--- config.mk ---
export PLATFORM = sky130hd
export DESIGN_NAME = hsl_front
export DESIGN_NICKNAME = d
export VERILOG_FILES = /design/src/hsl_pkg.sv /design/src/hsl_front.sv
export SDC_FILE = /design/constraint.sdc
export NUM_CORES = 1
export LEC_CHECK = 0
export ABC_AREA = 0
export BUFFER_PORTS_ARGS = -buffer_cell sky130_fd_sc_hd__buf_2
export CAP_MARGIN = 0
export CORE_ASPECT_RATIO = 0.6
export CORE_MARGIN = 10
export CORE_UTILIZATION = 45
export DETAILED_ROUTE_END_ITERATION = 7
export GPL_TIMING_DRIVEN = 0
export PLACE_DENSITY_LB_ADDON = 0.25
export SLEW_MARGIN = 20
export SYNTH_ARGS = -nofsm -noshare
export SYNTH_HDL_FRONTEND = slang
export SYNTH_SLANG_ARGS = --single-unit
--- constraint.sdc ---
create_clock -name i_clk -period 13.68 [get_ports i_clk]
set_clock_uncertainty 0.05 [all_clocks]
set_input_delay 0.684 -clock i_clk [delete_from_list [all_inputs] [get_ports i_clk]]
set_output_delay 0.684 -clock i_clk [all_outputs]
set_load 0.01 [all_outputs]
--- src/hsl_pkg.sv ---
`timescale 1ns / 1ps
// Shared widths, types and constants of the HSL color adjust pipeline.
// No dependencies; every other file refers to it by scoped names.
package hsl_pkg;

    localparam int CB       = 16;
    localparam int OFF_W    = CB + 1;
    localparam int CFG_W    = (OFF_W > 16) ? OFF_W : 16;
    localparam int QW       = 17;
    localparam int HUE_W    = 16;
    localparam int ACH_LIM  = ((2 ** CB) - 1) / 10000;
    localparam int SAT_LIM  = 65535 / 10000;
    localparam int ONE_Q16  = 65536;
    localparam int GAIN_RST = 16384;

    typedef logic [CB-1:0]         t_chan;
    typedef logic [CB:0]           t_sum;
    typedef logic [CB+2:0]         t_n;
    typedef logic [CB+20:0]        t_dvd;
    typedef logic [CB+3:0]         t_dvs;
    typedef logic [QW-1:0]         t_quo;
    typedef logic [HUE_W-1:0]      t_hue;
    typedef logic [32:0]           t_sg;
    typedef logic [18:0]           t_sgr;
    typedef logic signed [CB+2:0]  t_lt;
    typedef logic [CB+17:0]        t_pq;
    typedef logic [CB+19:0]        t_pqx;
    typedef logic [CB+2:0]         t_rnd;
    typedef logic [18:0]           t_u;
    typedef logic [19:0]           t_ux;
    typedef logic [16:0]           t_w;
    typedef logic [CB+34:0]        t_prod;
    typedef logic [CB+33:0]        t_ls;
    typedef logic [OFF_W-1:0]      t_loff;
    typedef logic [CFG_W-1:0]      t_cfg;

    typedef enum logic [1:0] {
        REG_HUE  = 2'd0,
        REG_GAIN = 2'd1,
        REG_LOFF = 2'd2
    } t_reg_idx;

    typedef struct packed {
        logic  chrom;
        logic  s_ok;
        t_sum  sum;
        t_chan alpha;
        logic  last;
    } t_side;

    typedef struct packed {
        t_side side;
        t_dvd  s_dvd;
        t_dvs  s_dvs;
        t_dvd  h_dvd;
        t_dvs  h_dvs;
    } t_front;

    typedef struct packed {
        t_side side;
        t_quo  s_q;
        t_quo  h_q;
    } t_mid;

endpackage

--- src/hsl_front.sv ---
`timescale 1ns / 1ps
// RGB to HSL front stage: max/min, chroma, lightness sum and divider operands.
// Depends on hsl_pkg.
module hsl_front (
    input  logic            i_clk,
    input  logic            i_rst_n,
    input  logic            i_en,
    input  logic            i_vld,
    input  hsl_pkg::t_chan  i_red,
    input  hsl_pkg::t_chan  i_green,
    input  hsl_pkg::t_chan  i_blue,
    input  hsl_pkg::t_chan  i_alpha,
    input  logic            i_last,
    output logic            o_vld,
    output hsl_pkg::t_front o_f
);

    hsl_pkg::t_chan  mx, mn, delta;
    hsl_pkg::t_sum   sum, den, cmax2;
    hsl_pkg::t_n     d3, d6, n;
    hsl_pkg::t_dvs   dd;
    logic            chrom;
    hsl_pkg::t_front n_f;
    logic            r_vld;
    hsl_pkg::t_front r_f;

    always_comb begin
        mx = i_red;
        mn = i_red;
        if (i_green > mx) mx = i_green;
        if (i_blue > mx) mx = i_blue;
        if (i_green < mn) mn = i_green;
        if (i_blue < mn) mn = i_blue;
        delta = mx - mn;
        sum   = hsl_pkg::t_sum'(mx) + hsl_pkg::t_sum'(mn);
        cmax2 = {{hsl_pkg::CB{1'b1}}, 1'b0};
        den   = (sum > hsl_pkg::t_sum'({hsl_pkg::CB{1'b1}})) ? (cmax2 - sum) : sum;
        chrom = (delta > hsl_pkg::t_chan'(hsl_pkg::ACH_LIM));
        d3 = hsl_pkg::t_n'(delta);
        d6 = (d3 << 2) + (d3 << 1);
        if (mx == i_red) begin
            n = (i_green >= i_blue) ? hsl_pkg::t_n'(i_green - i_blue)
                                    : (d6 - hsl_pkg::t_n'(i_blue - i_green));
        end else if (mx == i_green) begin
            n = (d3 << 1) + hsl_pkg::t_n'(i_blue) - hsl_pkg::t_n'(i_red);
        end else begin
            n = (d3 << 2) + hsl_pkg::t_n'(i_red) - hsl_pkg::t_n'(i_green);
        end
        dd = hsl_pkg::t_dvs'(delta);
        n_f.side.chrom = chrom;
        n_f.side.s_ok  = (den != '0);
        n_f.side.sum   = sum;
        n_f.side.alpha = i_alpha;
        n_f.side.last  = i_last;
        n_f.s_dvd = (hsl_pkg::t_dvd'(delta) << 17) + hsl_pkg::t_dvd'(den);
        n_f.s_dvs = (chrom && (den != '0)) ? (hsl_pkg::t_dvs'(den) << 1)
                                           : hsl_pkg::t_dvs'(1);
        n_f.h_dvd = (hsl_pkg::t_dvd'(n) << 17) + hsl_pkg::t_dvd'(d6);
        n_f.h_dvs = chrom ? ((dd << 3) + (dd << 2)) : hsl_pkg::t_dvs'(1);
    end

    always_ff @(posedge i_clk) begin
        if (!i_rst_n) begin
            r_vld <= 1'b0;
        end else if (i_en) begin
            r_vld <= i_vld;
        end
    end

    always_ff @(posedge i_clk) begin
        if (i_en) begin
            r_f <= n_f;
        end
    end

    assign o_vld = r_vld;
    assign o_f   = r_f;

endmodule

# ---- Word level (Yosys, flattened, before mapping)
# Cells that the tools add are included.
dict set report totals {
  reg_bits 151
  latch_bits 0
  mem_bits_rw 0
  romBits 0
  input_bits 69
  out_inout_bits 151
  word_cells 45
  memories 0
}
dict set report op_classes {
  n_addsub 14
  mul 0
  n_div 0
  magnitude_cmp 7
  n_eq_ne 2
  shift 0
  mux 9
  bitwise_logic 0
  n_reduce_logical 2
}
# op n
set op_table {}
lappend op_table {{$mux W16} 4}
lappend op_table {{$mux W19} 3}
lappend op_table {{$add A36 B19 Y37} 1}
lappend op_table {{$add A33 B17 Y34} 1}
lappend op_table {{$sub A16 B16 Y17} 2}
lappend op_table {{$eq A16 B16 Y1} 2}
lappend op_table {{$gt A16 B16 Y1} 2}
lappend op_table {{$lt A16 B16 Y1} 2}
lappend op_table {{$add A19 B18 Y20} 1}
lappend op_table {{$add A18 B16 Y19} 1}
lappend op_table {{$add A18 B17 Y19} 1}
lappend op_table {{$sub A18 B16 Y19} 1}
lappend op_table {{$sub A19 B16 Y19} 1}
lappend op_table {{$sub A19 B19 Y19} 1}
lappend op_table {{$add A17 B16 Y18} 1}
lappend op_table {{$add A16 B16 Y17} 1}
lappend op_table {{$gt A17 B16 Y1 const B} 1}
lappend op_table {{$mux W17} 1}
lappend op_table {{$reduce_bool A17 Y1} 1}
lappend op_table {{$sub A17 B17 Y17 const A} 1}
lappend op_table {{$ge A16 B16 Y1} 1}
lappend op_table {{$gt A16 B3 Y1 const B} 1}
lappend op_table {{$sub A16 B16 Y16} 1}
lappend op_table {{$logic_and A1 B1 Y1} 1}
lappend op_table {{$mux W1} 1}

# ---- Logic depth before layout (Yosys ltp)
dict set report depth {
  word_depth 10
  mapped_depth 52
  ltp_nobuf 47
}

# ---- Worst setup path before layout
# OpenSTA, ideal clock, no wires.
dict set report synth_timing {
  path_type {input to register}
  startpoint {in i_red[15]}
  endpoint {reg r_f (netlist bit o_f[55]) (data pin)}
  setup_ps 266
  arrival_ps 9929
  required_time_ps 13364
  slack_ps 3435
  stages 51
  n_path_buf 6
  path_cell_list {clkbuf_1 inv_1 ha_1 nand4_1 nor3_1 nor3_1 and4_1 buf_2 buf_2 buf_1 clkbuf_1 nand2_1 o21ai_0 inv_1 ha_1 a21o_1 a21oi_1 nor2b_1 (+15 left out) and2_1 or3_1 a21oi_1 o21ai_0 a31oi_1 o221a_2 xnor2_1 ha_1 a21oi_1 inv_1 a21oi_1 o21ai_0 a21o_1 a21oi_1 xor2_1 xnor2_1 a221o_1 xor2_1}
}
# item line_no
set synth_rtl {}
lappend synth_rtl {{from (decl)} hsl_front.sv:9} ;# input hsl_pkg::t_chan i_red,
lappend synth_rtl {{to (signal assigned)} hsl_front.sv:72} ;# r_f <= n_f;
lappend synth_rtl {{to (decl)} hsl_front.sv:25} ;# hsl_pkg::t_front r_f;

==> flow_summary.toml <==
[die]
fp-row-count = 52
floorplan.initialDensity = 0.4587
floorplan.io_pins = 220
core_area_sq_um = 33900
die_width_um = 260.0
die_height_um = 164.0
floorplan.die_area_sq_um = 42630

[routing]
detail-route-antenna-nets = 0
drt_drc = 0
detailroute.via_count = 14700
route.detailed.wl_per_inst_um = 25.15
first_iter_violations = 1668
routed_wirelength_um = 62170
post_drt_via_cell_ratio = 5.946
drtPass1Iterations = 6

[clock_tree]
max-clock-path-buffers = 2
cts-root-buf = "sky130_fd_sc_hd__clkbuf_16"
hold_buffers = 0
tritoncts = "done"
numCtsBuffers = 17
postCtsResizedCells = 0
h-tree-depth = 4
clk_transition_reported_paths_ps = 70
numClockSinks = 140
number_of_buffers_inserted_to_repair_setup_after_cts = 0
worstSkewPairLatency_ps = 440

[timing]
hold_violations = 0
layout_worst_path_cycle_share = 0.9605
slew_headroom = 0.2260
report.final.slew_viol_count = 0
period_needed_ps = 13140
setup_viol = 0
setup_repair_after_global_routing_missed_its_margin = "no"
clock.fmax_mhz = 76.10
worst_slew_pin_slew_ps = 1153

[final_layout]
layout.cells.most_common = "sky130_fd_sc_hd__buf_2"
finish.utilization = 0.5295
fillCellCount = 3277
seq_area_sq_um = 4194
mostFrequentLayoutCells = "sky130_fd_sc_hd__buf_2, sky130_fd_sc_hd__ha_1, sky130_fd_sc_hd__inv_1, sky130_fd_sc_hd__nor2_1, sky130_fd_sc_hd__edfxtp_1"
multiInputGateArea_sq_um = 10530
area_growth_syn_to_layout_pct = 15.44
drive_gt1_frac = 0.1579
num-nets-final = 2285

[worst_setup_path]
start_kind = "input port"
r2r_start = "o_vld"
timing.critical_path.slowest_stage_cell = "sky130_fd_sc_hd__clkbuf_1"
r2r.worst_path.cells = 2
endpoint_kind = "flip-flop"
r2r-end = "o_vld"
worst_setup_path_endpoint = "o_f[53]"
crit_top_cell = "sky130_fd_sc_hd__ha_1"
critical_path.max_stage_delay_ps = 540
setup.worst_path.class = "in2reg"
critPathMaxFanout = 10
worstPathArrival_ps = 13290
crit_required_ps = 13830
rrSetupSlack_ps = 13040
worst_setup_path_startpoint = "i_red[15]"

[global_route]
grt_pass1_vias = 13600
global_route.overflow_total = 0
grt_antenna_before_repair = 7
grt_start_max_net_pins = 78
first_pass_grt_wire_length_um = 88510
grt.total_usage = 0.2811

[yosys]
synth_edf_count = 139
synthArstFlopShare = 0
post_synth_num_cell_types = 84
synth-main-ff-cell = "sky130_fd_sc_hd__edfxtp_1"
yosysWarningCount = 0
synth-seq-area-share = 0.2698
synth_seq_cells = 140
postSynthCellCount = 1753
avg_inst_size_synth_sq_um = 8.869
mappedNetlistArea_sq_um = 15550

[place]
place.gp.congestion = 0.9938
port-buffer-count = 211
detailedPlacementHpwl_um = 51980

[hold_path]
hold_path_depth = 1
hp-class = "in2reg"

[flow_run]
cap_viol_max_count = 0

[status]
result_of_the_run = "completed"
==> layer usage <==
metal	GRT usage	share of wire	up-vias
met4	0.07122	0.016	2
met1	0.4045	0.45	7018
met3	0.1359	0.15	66
met5	0	0.00021	-
met2	0.3601	0.38	812
li1	-	-	6801
==> stage by stage <==
| step | instance area (sq um) | hold slack, ps | setup TNS, ps | worst slack (ps) | std cells |
|---|---|---|---|---|---|
| 6_report | 17950 | 363.5 | 0 | 539.7 | 2472 |
| 2_1_floorplan | 15570 | 488.3 | 0 | 3435 | 1760 |
| 3_3_place_gp | 17200 | 447.7 | -3843 | -582.5 | 2430 |
| 5_1_grt | 17950 | 349.9 | 0 | 101.3 | 2471 |
| 4_1_cts | 17900 | 346.3 | 0 | 380.7 | 2467 |
| 3_5_place_dp | 17330 | 471.5 | -8.217 | -8.217 | 2435 |
==> registers in the layout (all words and copies together) (netlist names) <==
register and count:
o_f 139, o_vld 1
==> synthesized netlist by cell type, drive strengths merged, types with 9 or more instances <==
library cell	number	area, sq um
nand2	115	431.7
nand4	22	137.6
edfxtp	139	4174
inv	160	600.6
nor3	41	216.5
a31oi	15	100.1
fa	38	760.7
and3	12	75.07
clkbuf	36	135.1
mux2i	46	460.4
nor2	143	536.8
nand2b	10	62.56
nor2b	38	237.7
ha	183	2290
or3	16	100.1
a21boi	17	131.4
a21o	39	292.8
nand3	28	145.1
buf	30	181.4
a32oi	9	78.83
o21ai	92	460.4
a21oi	119	599.3
a211oi	23	187.7
o21a	16	120.1
o31ai	14	110.1
and2	30	187.7
xor2	68	595.6
xnor2	92	805.8
o211ai	27	202.7
nor4	16	100.1
o21bai	11	82.58
==> worst min path at each step <==
stage | start | end
2_1_floorplan | o_vld | o_vld
4_1_cts | i_alpha[14] | o_f[129]
3_3_place_gp | o_vld | o_vld
3_5_place_dp | o_vld | o_vld
5_1_grt | i_alpha[14] | o_f[129]
6_report | i_alpha[14] | o_f[129]
==> logic make-up after synthesis <==
family | synth area share
mux | 0.03251
compound gates | 0.1948
flops | 0.2698
xor+xnor | 0.09013
buf+inv | 0.05947
other cells | 0.0002412
simple gates | 0.1569
fa+ha+maj | 0.1962
==> cell type report <==
| cell class | instances | share of cell area |
|---|---|---|
| Multi-Input combinational cell | 1392 | 0.5868 |
| Sequential cell | 140 | 0.2337 |
| Timing Repair Buffer | 216 | 0.06344 |
| Inverter | 162 | 0.03388 |
| Tap cell | 459 | 0.03200 |
| Clock buffer | 17 | 0.02370 |
| Buffer | 66 | 0.01792 |
| Clock inverter | 15 | 0.007877 |
| Antenna cell | 5 | 0.0006971 |
==> critical path: cells and delay by family <==
family                   cells  cell delay, ps
AO/OA/AOI/OAI               15            3340
XOR/XNOR                     2             400
adder cells (fa/ha/maj)      5            1650
buffers and inverters        9            2950
multiplexers                 1             470
AND/OR/NAND/NOR             15            3740
Power is left out: the tool's default activity adds up to more than one toggle a clock period on the data nets, which glitch-free logic cannot reach.
